## config.mk

```make
export PLATFORM = sky130hd
export DESIGN_NAME = yaw_hold_pid_drive_mixer
export DESIGN_NICKNAME = d
export VERILOG_FILES = /design/src/ypdm_pkg.sv /design/src/yaw_hold_pid_drive_mixer.sv /design/src/ypdm_pid_loop.sv
export SDC_FILE = /design/constraint.sdc
export NUM_CORES = 2
export LEC_CHECK = 0
export BUFFER_PORTS_ARGS = -buffer_cell sky130_fd_sc_hd__buf_2
export CORE_UTILIZATION = 55
export DETAILED_ROUTE_END_ITERATION = 8
export PLACE_DENSITY = 0.81
export SYNTH_ARGS = -nofsm -noshare
export SYNTH_HDL_FRONTEND = slang
export SYNTH_SLANG_ARGS = --single-unit
```

## constraint.sdc

```tcl
create_clock -name clk -period 14.6 [get_ports clk]
set_input_delay 2.19 -clock clk [delete_from_list [all_inputs] [get_ports clk]]
set_output_delay 2.19 -clock clk [all_outputs]
set_load 0.1 [all_outputs]
```

## src/ypdm_pkg.sv

```systemverilog
`timescale 1ns / 1ps
package ypdm_pkg;

	localparam int FRAC_BITS = 6;
	localparam int ROT_W     = 12;

	// configuration register indexes
	localparam logic [2:0] CFG_MODE    = 3'd0;
	localparam logic [2:0] CFG_SELECT  = 3'd1;
	localparam logic [2:0] CFG_SPEED_X = 3'd2;
	localparam logic [2:0] CFG_SPEED_Y = 3'd3;
	localparam logic [2:0] CFG_REF_YAW = 3'd4;

	// modes
	localparam logic [2:0] MODE_OFF        = 3'd0;
	localparam logic [2:0] MODE_GYRO_HOLD  = 3'd1;
	localparam logic [2:0] MODE_TRACK_GYRO = 3'd2;
	localparam logic [2:0] MODE_TRACK_LINE = 3'd3;
	localparam logic [2:0] MODE_CHECK      = 3'd4;

	// tracker selector
	localparam logic [2:0] SEL_FRONT = 3'd0;
	localparam logic [2:0] SEL_BACK  = 3'd1;
	localparam logic [2:0] SEL_RIGHT = 3'd2;
	localparam logic [2:0] SEL_LEFT  = 3'd3;
	localparam logic [2:0] SEL_NONE  = 3'd4;

	// gains have 16 fraction bits (kp Q4.16, kd Q0.16), limits in Q6.FRAC_BITS
	localparam int YAW_LIMIT    = 30 * (1 << FRAC_BITS);
	localparam int YAW_DEADBAND = (9 * (1 << FRAC_BITS) + 5) / 10;
	localparam int LINE_LIMIT   = 20 * (1 << FRAC_BITS);
	localparam int CHECK_LIMIT  = 15 * (1 << FRAC_BITS);
	localparam int BIAS_GAIN    = 5;

	typedef struct packed {
		logic [19:0]      kp;
		logic [9:0]       ki;
		logic [15:0]      kd;
		logic [ROT_W-1:0] limit;
	} gain_t;

	localparam gain_t LINE_GAIN = '{
		kp: 20'd131072, ki: 10'd131, kd: 16'd655, limit: ROT_W'(LINE_LIMIT)};
	localparam gain_t CHECK_GAIN = '{
		kp: 20'd524288, ki: 10'd524, kd: 16'd32768, limit: ROT_W'(CHECK_LIMIT)};

	typedef enum logic [1:0] {
		ROT_ZERO,
		ROT_YAW,
		ROT_LINE
	} rot_src_t;

endpackage

```

## src/yaw_hold_pid_drive_mixer.sv

```systemverilog
`timescale 1ns / 1ps
// channel | handshake           | payload
// --------+---------------------+-------------------------------------------
// in      | in_valid / in_stall | imu_updated, measured_yaw, bias_*, line_yaw_*,
//         |                     | double_check_error
// out     | out_valid/out_stall | drive_x, drive_y, drive_rotation,
//         |                     | zero_error_ticks
// cfg     | cfg_valid/cfg_ready | cfg_index, cfg_data (ready always high)
//
// One word per cycle while out_stall is low; three registers: input register,
// product register (loop state updates here), result register.
// Words that give no result are dropped after the input register.
// Reset clears the configuration to its defaults and all loop state to zero.
// Each stage holds while the stage after it is full and stalled.
module yaw_hold_pid_drive_mixer (
	input  logic                               clk,
	input  logic                               arst_n,
	input  logic                               in_valid,
	output logic                               in_stall,
	input  logic                               imu_updated,
	input  logic signed [15:0]                 measured_yaw,
	input  logic signed [15:0]                 bias_front,
	input  logic signed [15:0]                 bias_back,
	input  logic signed [15:0]                 bias_right,
	input  logic signed [15:0]                 bias_left,
	input  logic signed [15:0]                 line_yaw_x,
	input  logic signed [15:0]                 line_yaw_y,
	input  logic signed [15:0]                 double_check_error,
	output logic                               out_valid,
	input  logic                               out_stall,
	output logic signed [15:0]                 drive_x,
	output logic signed [15:0]                 drive_y,
	output logic signed [ypdm_pkg::ROT_W-1:0]  drive_rotation,
	output logic [15:0]                        zero_error_ticks,
	input  logic                               cfg_valid,
	output logic                               cfg_ready,
	input  logic [2:0]                         cfg_index,
	input  logic [15:0]                        cfg_data
);
	import ypdm_pkg::*;

	localparam logic signed [15:0] YAW_DB   = 16'(YAW_DEADBAND);
	localparam logic signed [18:0] YAW_LIM  = 19'(YAW_LIMIT);
	localparam logic signed [ROT_W-1:0] ROT_MAX = ROT_W'(YAW_LIMIT);

	// configuration
	logic [2:0]         mode_q;
	logic [2:0]         sel_q;
	logic signed [15:0] speed_x_q;
	logic signed [15:0] speed_y_q;
	logic signed [15:0] ref_yaw_q;

	assign cfg_ready = 1'b1;

	always_ff @(posedge clk or negedge arst_n) begin
		if (!arst_n) begin
			mode_q    <= MODE_OFF;
			sel_q     <= SEL_NONE;
			speed_x_q <= '0;
			speed_y_q <= '0;
			ref_yaw_q <= '0;
		end else if (cfg_valid && cfg_ready) begin
			case (cfg_index)
				CFG_MODE:    mode_q    <= cfg_data[2:0];
				CFG_SELECT:  sel_q     <= cfg_data[2:0];
				CFG_SPEED_X: speed_x_q <= cfg_data;
				CFG_SPEED_Y: speed_y_q <= cfg_data;
				CFG_REF_YAW: ref_yaw_q <= cfg_data;
				default: ;
			endcase
		end
	end

	// stage enables
	logic v_s1, v_s2, out_valid_q;
	logic en1, en2, en_out;

	assign en_out   = !out_valid_q || !out_stall;
	assign en2      = !v_s2 || en_out;
	assign en1      = !v_s1 || en2;
	assign in_stall = !en1;

	// input register
	logic               imu_s1;
	logic signed [15:0] meas_s1, bf_s1, bb_s1, br_s1, bl_s1, lyx_s1, lyy_s1, dce_s1;

	always_ff @(posedge clk or negedge arst_n) begin
		if (!arst_n) begin
			v_s1 <= 1'b0;
		end else if (en1) begin
			v_s1 <= in_valid;
		end
	end

	always_ff @(posedge clk) begin
		if (en1 && in_valid) begin
			imu_s1  <= imu_updated;
			meas_s1 <= measured_yaw;
			bf_s1   <= bias_front;
			bb_s1   <= bias_back;
			br_s1   <= bias_right;
			bl_s1   <= bias_left;
			lyx_s1  <= line_yaw_x;
			lyy_s1  <= line_yaw_y;
			dce_s1  <= double_check_error;
		end
	end

	// path decode
	logic     emit, track, on_x, line_use, chk_use, fire1;
	rot_src_t rot_src;

	assign track = (mode_q == MODE_TRACK_GYRO) || (mode_q == MODE_TRACK_LINE);
	assign on_x  = (sel_q == SEL_FRONT) || (sel_q == SEL_BACK);

	always_comb begin
		case (mode_q)
			MODE_GYRO_HOLD:  emit = imu_s1;
			MODE_TRACK_GYRO: emit = imu_s1 && (sel_q <= SEL_LEFT);
			MODE_TRACK_LINE: emit = sel_q <= SEL_LEFT;
			MODE_CHECK:      emit = 1'b1;
			default:         emit = 1'b0;
		endcase
	end

	always_comb begin
		case (mode_q)
			MODE_TRACK_GYRO: rot_src = ROT_YAW;
			MODE_TRACK_LINE: rot_src = ROT_LINE;
			MODE_CHECK:      rot_src = ROT_LINE;
			default:         rot_src = ROT_ZERO;
		endcase
	end

	assign line_use = (mode_q == MODE_TRACK_LINE) || (mode_q == MODE_CHECK);
	assign chk_use  = mode_q == MODE_CHECK;
	assign fire1    = v_s1 && en2 && emit;

	// gyro yaw: Kp 7 only, so no loop state is needed
	logic signed [16:0] yaw_diff;
	logic signed [15:0] yaw_err;
	logic signed [18:0] yaw_p;
	logic signed [ROT_W-1:0] yaw_rot;

	assign yaw_diff = 17'(ref_yaw_q) - 17'(meas_s1);

	always_comb begin
		if (yaw_diff[16] != yaw_diff[15]) begin
			yaw_err = yaw_diff[16] ? 16'sh8000 : 16'sh7fff;
		end else begin
			yaw_err = yaw_diff[15:0];
		end
	end

	assign yaw_p = (19'(yaw_err) <<< 3) - 19'(yaw_err);

	always_comb begin
		if (yaw_err < YAW_DB && yaw_err > -YAW_DB) begin
			yaw_rot = '0;
		end else if (yaw_p > YAW_LIM) begin
			yaw_rot = YAW_LIM[ROT_W-1:0];
		end else if (yaw_p < -YAW_LIM) begin
			yaw_rot = ROT_W'(-YAW_LIM);
		end else begin
			yaw_rot = yaw_p[ROT_W-1:0];
		end
	end

	// tracker bias
	logic signed [15:0] bias_sel;
	logic signed [18:0] bias_term;
	logic signed [19:0] x_pre, y_pre;

	always_comb begin
		case (sel_q)
			SEL_FRONT: bias_sel = bf_s1;
			SEL_BACK:  bias_sel = bb_s1;
			SEL_RIGHT: bias_sel = br_s1;
			SEL_LEFT:  bias_sel = bl_s1;
			default:   bias_sel = '0;
		endcase
	end

	assign bias_term = 19'(bias_sel) * 19'(BIAS_GAIN);
	assign x_pre = 20'(speed_x_q) + ((track && on_x) ? 20'(bias_term) : 20'sd0);
	assign y_pre = 20'(speed_y_q) + ((track && !on_x) ? 20'(bias_term) : 20'sd0);

	// zero-error run counter
	logic [15:0] zcount_q;
	logic [15:0] zcount_next;

	always_comb begin
		if (dce_s1 != 16'sd0) begin
			zcount_next = '0;
		end else if (zcount_q != 16'hffff) begin
			zcount_next = zcount_q + 16'd1;
		end else begin
			zcount_next = zcount_q;
		end
	end

	always_ff @(posedge clk or negedge arst_n) begin
		if (!arst_n) begin
			zcount_q <= '0;
		end else if (fire1 && chk_use) begin
			zcount_q <= zcount_next;
		end
	end

	// PID loops
	logic signed [15:0]      line_err;
	logic signed [ROT_W-1:0] line_out, chk_out;

	assign line_err = (mode_q == MODE_TRACK_LINE && !on_x) ? lyx_s1 : lyy_s1;

	ypdm_pid_loop u_line (
		.clk    (clk),
		.arst_n (arst_n),
		.gain   (LINE_GAIN),
		.run    (fire1 && line_use),
		.load   (en2),
		.err    (line_err),
		.result (line_out)
	);

	ypdm_pid_loop u_check (
		.clk    (clk),
		.arst_n (arst_n),
		.gain   (CHECK_GAIN),
		.run    (fire1 && chk_use),
		.load   (en2),
		.err    (dce_s1),
		.result (chk_out)
	);

	// stage 2
	rot_src_t                rot_src_s2;
	logic                    add_chk_s2;
	logic signed [ROT_W-1:0] yaw_rot_s2;
	logic signed [19:0]      x_pre_s2, y_pre_s2;
	logic [15:0]             zc_s2;

	always_ff @(posedge clk or negedge arst_n) begin
		if (!arst_n) begin
			v_s2 <= 1'b0;
		end else if (en2) begin
			v_s2 <= v_s1 && emit;
		end
	end

	always_ff @(posedge clk) begin
		if (fire1) begin
			rot_src_s2 <= rot_src;
			add_chk_s2 <= chk_use;
			yaw_rot_s2 <= yaw_rot;
			x_pre_s2   <= x_pre;
			y_pre_s2   <= y_pre;
			zc_s2      <= chk_use ? zcount_next : zcount_q;
		end
	end

	// mix and saturate
	logic signed [20:0]      x_sum, y_sum;
	logic signed [15:0]      x_sat, y_sat;
	logic signed [ROT_W-1:0] rot_mux;

	assign x_sum = 21'(x_pre_s2) + (add_chk_s2 ? 21'(chk_out) : 21'sd0);
	assign y_sum = 21'(y_pre_s2);

	always_comb begin
		if (x_sum > 21'sd32767) begin
			x_sat = 16'sh7fff;
		end else if (x_sum < -21'sd32768) begin
			x_sat = 16'sh8000;
		end else begin
			x_sat = x_sum[15:0];
		end
		if (y_sum > 21'sd32767) begin
			y_sat = 16'sh7fff;
		end else if (y_sum < -21'sd32768) begin
			y_sat = 16'sh8000;
		end else begin
			y_sat = y_sum[15:0];
		end
	end

	always_comb begin
		case (rot_src_s2)
			ROT_YAW:  rot_mux = yaw_rot_s2;
			ROT_LINE: rot_mux = line_out;
			default:  rot_mux = '0;
		endcase
	end

	// result register
	logic signed [15:0]      drive_x_q, drive_y_q;
	logic signed [ROT_W-1:0] drive_rot_q;
	logic [15:0]             zc_q;

	always_ff @(posedge clk or negedge arst_n) begin
		if (!arst_n) begin
			out_valid_q <= 1'b0;
		end else if (en_out) begin
			out_valid_q <= v_s2;
		end
	end

	always_ff @(posedge clk) begin
		if (en_out && v_s2) begin
			drive_x_q   <= x_sat;
			drive_y_q   <= y_sat;
			drive_rot_q <= rot_mux;
			zc_q        <= zc_s2;
		end
	end

	assign out_valid        = out_valid_q;
	assign drive_x          = drive_x_q;
	assign drive_y          = drive_y_q;
	assign drive_rotation   = drive_rot_q;
	assign zero_error_ticks = zc_q;

	a_empty_no_stall: assert property (@(posedge clk) disable iff (!arst_n)
		!v_s1 |-> !in_stall)
		else $error("input stalled with empty input register");

	a_zero_count: assert property (@(posedge clk) disable iff (!arst_n)
		(fire1 && chk_use && dce_s1 == 16'sd0 && zcount_q != 16'hffff)
		|=> zcount_q == $past(zcount_q) + 16'd1)
		else $error("zero-error counter missed a step");

	a_rot_range: assert property (@(posedge clk) disable iff (!arst_n)
		out_valid_q |-> (drive_rot_q <= ROT_MAX) && (drive_rot_q >= -ROT_MAX))
		else $error("rotation outside limit");

	a_s2_hold: assert property (@(posedge clk) disable iff (!arst_n)
		(v_s2 && !en_out) |=> v_s2 && $stable(x_pre_s2) && $stable(zc_s2))
		else $error("stage 2 word lost under stall");

endmodule

```

## src/ypdm_pid_loop.sv

```systemverilog
`timescale 1ns / 1ps
module ypdm_pid_loop (
	input  logic                               clk,
	input  logic                               arst_n,
	input  ypdm_pkg::gain_t                    gain,
	input  logic                               run,
	input  logic                               load,
	input  logic signed [15:0]                 err,
	output logic signed [ypdm_pkg::ROT_W-1:0]  result
);
	import ypdm_pkg::*;

	logic signed [15:0] last_q;
	logic signed [31:0] sum_q;

	logic signed [32:0] sum_ext;
	logic signed [31:0] sum_new;
	logic signed [16:0] diff;
	logic signed [20:0] kp_s;
	logic signed [10:0] ki_s;
	logic signed [16:0] kd_s;
	logic signed [36:0] p_w;
	logic signed [33:0] d_w;
	logic signed [42:0] i_w;

	logic signed [36:0] p_s2;
	logic signed [33:0] d_s2;
	logic signed [42:0] i_s2;

	logic signed [43:0] acc;
	logic signed [43:0] rnd;
	logic signed [27:0] q;
	logic signed [27:0] lim;

	assign sum_ext = 33'(sum_q) + 33'(err);
	always_comb begin
		if (sum_ext[32] != sum_ext[31]) begin
			sum_new = sum_ext[32] ? 32'sh8000_0000 : 32'sh7fff_ffff;
		end else begin
			sum_new = sum_ext[31:0];
		end
	end

	assign diff = 17'(err) - 17'(last_q);
	assign kp_s = signed'({1'b0, gain.kp});
	assign ki_s = signed'({1'b0, gain.ki});
	assign kd_s = signed'({1'b0, gain.kd});
	assign p_w  = 37'(kp_s) * 37'(err);
	assign d_w  = 34'(kd_s) * 34'(diff);
	assign i_w  = 43'(ki_s) * 43'(sum_new);

	always_ff @(posedge clk or negedge arst_n) begin
		if (!arst_n) begin
			last_q <= '0;
			sum_q  <= '0;
		end else if (run) begin
			last_q <= err;
			sum_q  <= sum_new;
		end
	end

	always_ff @(posedge clk) begin
		if (load) begin
			p_s2 <= p_w;
			d_s2 <= d_w;
			i_s2 <= i_w;
		end
	end

	// round half up, then clamp
	assign acc = 44'(p_s2) + 44'(d_s2) + 44'(i_s2);
	assign rnd = acc + 44'sd32768;
	assign q   = rnd[43:16];
	assign lim = signed'({{(28-ROT_W){1'b0}}, gain.limit});

	always_comb begin
		if (q > lim) begin
			result = lim[ROT_W-1:0];
		end else if (q < -lim) begin
			result = ROT_W'(-lim);
		end else begin
			result = q[ROT_W-1:0];
		end
	end

	a_hold_state: assert property (@(posedge clk) disable iff (!arst_n)
		!run |=> $stable(last_q) && $stable(sum_q))
		else $error("pid loop state moved without a tick");

endmodule

```

== Word-level counts from Yosys, hierarchy flattened ==
Cells that the tools add are included.

* Register bits after elaboration: 588
* Input port bits: 153
* Output and inout port bits: 63
* Logic and storage cells: 150

* Add/sub/neg operators: 16
* $mul: 4
* Magnitude comparators: 13
* Eq/ne operators: 17
* Mux-type cells: 25
* Reductions and logical operators: 35

{| class="wikitable"
|+ Operator list
! kind !! count
|-
| 16-bit two-way mux || 8
|-
| 32-bit two-way mux || 4
|-
| 44-bit by 17-bit adder with 44-bit output, second input constant || 2
|-
| 9-bit by 32-bit multiplier with 41-bit output, first input constant || 2
|-
| 32-bit by 16-bit adder with 33-bit output || 2
|-
| 16-bit one-hot mux with 4 select lines || 1
|-
| 12-bit two-way mux || 5
|-
| 16-bit by 16-bit subtractor with 17-bit output || 3
|-
| 36-bit by 43-bit adder with 44-bit output || 1
|-
| 34-bit by 41-bit adder with 42-bit output || 1
|-
| 16-bit by 20-bit adder with 20-bit output || 2
|-
| 20-bit two-way mux || 2
|-
| 35-bit by 32-bit adder with 36-bit output || 1
|-
| 33-bit by 28-bit adder with 34-bit output || 1
|-
| 28-bit by 11-bit > comparator with 1-bit output, second input constant || 1
|-
| 28-bit by 12-bit > comparator with 1-bit output, second input constant || 1
|-
| 28-bit by 11-bit less-than comparator with 1-bit output, second input constant || 1
|-
| 28-bit by 12-bit less-than comparator with 1-bit output, second input constant || 1
|-
| 11-bit by 17-bit multiplier with 28-bit output, first input constant || 1
|-
| 12-bit one-hot mux with 2 select lines || 1
|-
| 20-bit by 21-bit adder with 21-bit output || 1
|-
| 21-bit by 16-bit > comparator with 1-bit output, second input constant || 1
|-
| 21-bit by 16-bit less-than comparator with 1-bit output, second input constant || 1
|-
| 21-bit two-way mux || 1
|-
| 28 further kinds || 65
|}

== Depth between registers and ports, before layout ==
* Word-level depth: 10
* Depth in mapped cells: 46
* Gate-level depth less buffers: 44

== Hierarchy ==
From an unflattened synthesis, not the netlist that was laid out.

* Cells, all modules: 11127
* Area, all modules: 105768.9 um^2

{| class="wikitable"
|+ By module, submodules not included
! module !! instances !! cells each !! area each (um^2) !! seq. area each (um^2)
|-
| ypdm_pid_loop at u_line || 1 || 4803 || 43928.4 || 4624.4
|-
| ypdm_pid_loop at u_check || 1 || 4724 || 43410.4 || 4624.4
|-
| yaw_hold_pid_drive_mixer || 1 || 1600 || 18430.2 || 9635.5
|}

== Worst setup path before layout ==
No wires, ideal clock.

* Path type: input-to-reg
* Start: in out_stall
* End: reg u_line.last_q[10]
* Setup time: 0.078 ns
* Data arrival time: 10.320 ns
* Required time: 14.522 ns
* Setup slack: 4.202 ns
* Cell stages on the path: 7
* Path buffers: 2
* Path through: nand3_1 -> nand2_1 -> nor2_1 -> nand2_1 -> buf_1 -> clkbuf_1 -> a21oi_1

* Longest elaborated chain between the ends: 6

{| class="wikitable"
|+ Ends and longest elaborated chain
! item !! RTL line !! RTL
|-
| start, declared || yaw_hold_pid_drive_mixer.sv:30 || <nowiki>input logic out_stall,</nowiki>
|-
| 1-bit zero test || yaw_hold_pid_drive_mixer.sv:78 || <nowiki>assign en_out = !out_valid_q || !out_stall;</nowiki>
|-
| 1-bit logical OR || yaw_hold_pid_drive_mixer.sv:78 ||
|-
| 1-bit logical OR || yaw_hold_pid_drive_mixer.sv:79 || <nowiki>assign en2 = !v_s2 || en_out;</nowiki>
|-
| 1-bit logical AND (2 in series) || yaw_hold_pid_drive_mixer.sv:137 || <nowiki>assign fire1 = v_s1 && en2 && emit;</nowiki>
|-
| named net fire1 || yaw_hold_pid_drive_mixer.sv:110 || <nowiki>logic emit, track, on_x, line_use, chk_use, fire1;</nowiki>
|-
| 1-bit logical AND || yaw_hold_pid_drive_mixer.sv:220 || <nowiki>.run (fire1 && line_use),</nowiki>
|-
| end signal, assigned || ypdm_pid_loop.sv:57 || <nowiki>last_q <= err;</nowiki>
|-
| end, declared || ypdm_pid_loop.sv:13 || <nowiki>logic signed [15:0] last_q;</nowiki>
|}

The timed path passes the listed nets, and every way through them passes these cells.
A chain may end at the register's enable or synchronous reset.

== Worst setup path in the final report ==
* Start: reg sel_q[1]
* End: reg u_line.i_s2[37], data pin

* Longest elaborated chain between the ends: 9
* Elaborated cells on any way between the ends: 11
* Those cells by class: add/sub (1); mul (1); eq/ne (2); mux (3); reduce/logical (4)

{| class="wikitable"
|+ Ends and longest elaborated chain
! item !! RTL line !! RTL
|-
| start, declared || yaw_hold_pid_drive_mixer.sv:48 || <nowiki>logic [2:0] sel_q;</nowiki>
|-
| start signal, assigned || yaw_hold_pid_drive_mixer.sv:65 || <nowiki>CFG_SELECT: sel_q <= cfg_data[2:0];</nowiki>
|-
| 3-bit by 1-bit equality test with 1-bit output or 3-bit zero test (tied branches) || yaw_hold_pid_drive_mixer.sv:114 || <nowiki>assign on_x = (sel_q == SEL_FRONT) || (sel_q == SEL_BACK);</nowiki>
|-
| 1-bit logical OR * || yaw_hold_pid_drive_mixer.sv:114 ||
|-
| 1-bit zero test * || yaw_hold_pid_drive_mixer.sv:214 || <nowiki>assign line_err = (mode_q == MODE_TRACK_LINE && !on_x) ? lyx_s1 : lyy_s1;</nowiki>
|-
| 1-bit logical AND * || yaw_hold_pid_drive_mixer.sv:214 ||
|-
| 16-bit two-way mux * || yaw_hold_pid_drive_mixer.sv:214 ||
|-
| named net line_err[1] || yaw_hold_pid_drive_mixer.sv:211 || <nowiki>logic signed [15:0] line_err;</nowiki>
|-
| 32-bit by 16-bit adder with 33-bit output * || ypdm_pid_loop.sv:35 || <nowiki>assign sum_ext = 33'(sum_q) + 33'(err);</nowiki>
|-
| 32-bit two-way mux or 1-bit != test (tied branches) || ypdm_pid_loop.sv:38, ypdm_pid_loop.sv:37 ||
|-
| 32-bit two-way mux * || ypdm_pid_loop.sv:37 || <nowiki>if (sum_ext[32] != sum_ext[31]) begin</nowiki>
|-
| named net u_line.sum_new[10] || ypdm_pid_loop.sv:17 || <nowiki>logic signed [31:0] sum_new;</nowiki>
|-
| 9-bit by 32-bit multiplier with 41-bit output * || ypdm_pid_loop.sv:50 || <nowiki>assign i_w = 43'(ki_s) * 43'(sum_new);</nowiki>
|-
| named net u_line.i_w[37] || ypdm_pid_loop.sv:24 || <nowiki>logic signed [42:0] i_w;</nowiki>
|-
| end signal, assigned || ypdm_pid_loop.sv:66 || <nowiki>i_s2 <= i_w;</nowiki>
|-
| end, declared || ypdm_pid_loop.sv:28 || <nowiki>logic signed [42:0] i_s2;</nowiki>
|}

The timed path passes the listed nets; every way through them passes the cells marked *.

==> flow_metrics.tcl <==
set metrics [dict create \
    start_util 0.556 \
    fillerInstances 6885 \
    tightest_slew_ns 1.15 \
    synth_area_leaders "edfxtp_1 (26%), ha_1 (18%), dfrtp_1 (8.9%)" \
    ys_types 101 \
    antenna_found_initial 15 \
    fin_util 0.608 \
    worst_slack_ns 1.45 \
    synth_common_cells "ha_1 (664), inv_1 (586), edfxtp_1 (406)" \
    worstPathRequired_ns 14.95 \
    end_kind "register" \
    syn_avg_cell_area_sq_um 10.0 \
    drc 0 \
    syn_inst 4726 \
    cp_top_family "compound AO/OA/AOI/OAI gates" \
    htreeDepth 3 \
    clk_latency_ns 0.62 \
    synth.largest_area_cell "edfxtp_1" \
    num_vias 35800 \
    wl_met3_um 7180 \
    reg2reg_to "u_line.i_s2[37]$_DFFE_PP_" \
    portBuffers 214 \
    placed_cells 6020 \
    synthesis.nets 5714 \
    num_io_pins 216 \
    period_share 0.900 \
    worst_path_most_repeated_cell "ha_1" \
    final_cells 6146 \
    top_layer_used "met5" \
    cts.repair.resized 0 \
    status "finished, final reports clean" \
    synthesis.area_sq_um 47300 \
    rr_startpoint "sel_q[1]$_DFFE_PN0P_" \
    cts_buffer_depth 3 \
    wl_um 111000 \
    detail-route-antenna-nets 0 \
    worstSetupPathType "reg -> reg" \
    slew_headroom 0.225 \
    fmax_mhz 76.1 \
    hold_viol 0 \
    grt_use_total 0.253 \
    yosysSeqAreaShare 0.347 \
    worst_path_max_delay_cell "dfrtp_1" \
    yosysTopAreaCellShare 0.258 \
    maxCapViolCount 0 \
    min_path_cells 0 \
    crit_fanout 33 \
    die_y_um 295 \
    drt-initial-drc-count 2458 \
    post-route-min-period_ns 13.15 \
    cts_tree "done" \
    min_to "zero_error_ticks[9]$_DFFE_PP_" \
    pre_cts_ws_ns 1.77 \
    drive_above_1_share 0.101 \
    die_w_um 295 \
    hold_path.class "reg -> reg" \
    route.met2.wl_um 52300 \
    wl_per_cell_um 18.0 \
    drt-met1-wl_um 46900 \
    setup_viol 0 \
    cts_root_buf "clkbuf_16" \
    ff2ff_path_depth 43 \
    post_cts_buffers 0 \
    cp.arrival_ns 13.50 \
    core_sq_um 85100 \
    rrSetupSlack_ns 1.45 \
    slew_viol_final 0 \
    path_clk_slew_ns 0.06 \
    yosysWarnings 0 \
    rows 107 \
    startpoint_type "register" \
    synth_async_sr_flop_share 0.294 \
    critical_path_cell_count 43 \
    grt_max_degree 79 \
    first_pass_iters 5 \
    syn_to_final_growth_pct 9.44 \
    min-delay-start "zc_s2[9]$_DFFE_PP_" \
    gp_congestion 0.925 \
    fin_setup_tns_ns 0 \
    cts_buffers 66 \
    rsz0062_at_grt "false" \
    synth-main-ff-cell "edfxtp_1" \
    dp.final_hpwl_um 86000 \
    die_area_sq_um 87200 \
    synth-seq-cells 575 \
    synth-edff-count 406 \
    cts.sinks 575 \
    final_nets 5932 \
    overflow 0 \
    cp.buffers_inverters 3 \
    first_global_vias 35000 \
    synth_most_common_cell "ha_1" \
    vias_per_cell 5.83 \
    clock_skew_ns 0.0237 \
    grt_pass1_wl_um 177000 \
    max_stage_delay_ns 0.96 \
    cts-hold-fix-buffers 0 \
]
[sequential cells by signal, indices dropped and copies added (netlist names), 17 cells and up]
name / flops
u_line.i_s2: 41
y_pre_s2: 20
u_check.i_s2: 28
u_line.d_s2: 28
x_pre_s2: 20
u_check.sum_q: 32
u_check.d_s2: 17
u_line.sum_q: 32
[per-stage QoR]
stage | hold slack (ns) | area, sq um
after floorplan | 0.400 | 47300
after global placement | 0.404 | 49700
after detailed placement | 0.412 | 49700
after CTS | 0.416 | 51800
after global routing | 0.420 | 51800
final | 0.413 | 51800
[cell families (layout without fill, tap and decap cells)]
family | after synthesis | after routing | synth area share
AOI/OAI and AO/OA | 1076 | 1076 | 0.146
xor gates and xnor gates | 274 | 274 | 0.0507
adders and majority gates | 835 | 835 | 0.248
buffers and inverters | 671 | 940 | 0.0535
DFF | 575 | 575 | 0.347
muxes | 130 | 130 | 0.0342
other | 1 | 8 | 0.0000792
and+or+nand+nor | 1164 | 1164 | 0.121
[worst max-delay path by stage]
| stage | slack [ns] | endpoint | startpoint |
|---|---|---|---|
| floorplan | 4.20 | u_line.last_q[10]$_DFFE_PN0P_ | out_stall |
| global placement | 2.22 | u_line.i_s2[37]$_DFFE_PP_ | sel_q[1]$_DFFE_PN0P_ |
| detailed placement | 1.77 | u_line.i_s2[37]$_DFFE_PP_ | sel_q[1]$_DFFE_PN0P_ |
| CTS | 1.64 | u_line.i_s2[37]$_DFFE_PP_ | sel_q[1]$_DFFE_PN0P_ |
| global route | 0.47 | u_line.i_s2[37]$_DFFE_PP_ | sel_q[1]$_DFFE_PN0P_ |
| finish | 1.45 | u_line.i_s2[37]$_DFFE_PP_ | sel_q[1]$_DFFE_PN0P_ |
[cell type report]
class                   instances  area, sq um  area share
multi-input cells            3480        28400       0.549
flip-flops and latches        575        16400       0.317
inverters                     588         2210      0.0426
clock buffers                  84         1750      0.0338
well taps                    1144         1430      0.0276
repair buffers                233         1220      0.0236
clock inverters                35          324     0.00626
diodes                          7         17.5    0.000338
[worst register-to-register path, delay by kind of cell, from the launching register on]
| family | cells | cell delay [ns] |
|---|---|---|
| buffers and inverters | 3 | 0.33 |
| multiplexers | 1 | 0.44 |
| flip-flops | 1 | 0.96 |
| adder cells (fa/ha/maj) | 7 | 3.02 |
| XOR/XNOR | 2 | 0.24 |
| AO/OA/AOI/OAI | 19 | 4.95 |
| AND/OR/NAND/NOR | 11 | 2.94 |
[layer usage]
metal / GRT usage / up-vias
li1: - / 17400
met1: 0.328 / 17200
met2: 0.422 / 1046
met3: 0.0410 / 242
met4: 0.107 / 4
met5: 0 / -
[placed cells by master (no fill, tap or decap), types with 31 or more instances in the layout]
cell type / count
nor3_1: 86
nand3_1: 100
edfxtp_1: 406
nor2b_1: 63
nor2_1: 311
or3_1: 31
nand2_1: 308
nand4_1: 44
ha_1: 664
inv_1: 586
a21oi_1: 281
mux2_2: 103
xor2_1: 90
fa_1: 171
buf_2: 213
dfrtp_1: 168
o21ai_0: 259
nand2b_1: 42
clkbuf_16: 66
o21a_1: 55
a21o_1: 110
a31oi_1: 33
xnor2_1: 184
and3_1: 40
o31ai_1: 32
a21boi_0: 41
a211oi_1: 32
Power is not shown: default switching activity piles up to over one toggle a cycle in this logic, so the estimate is an artifact.
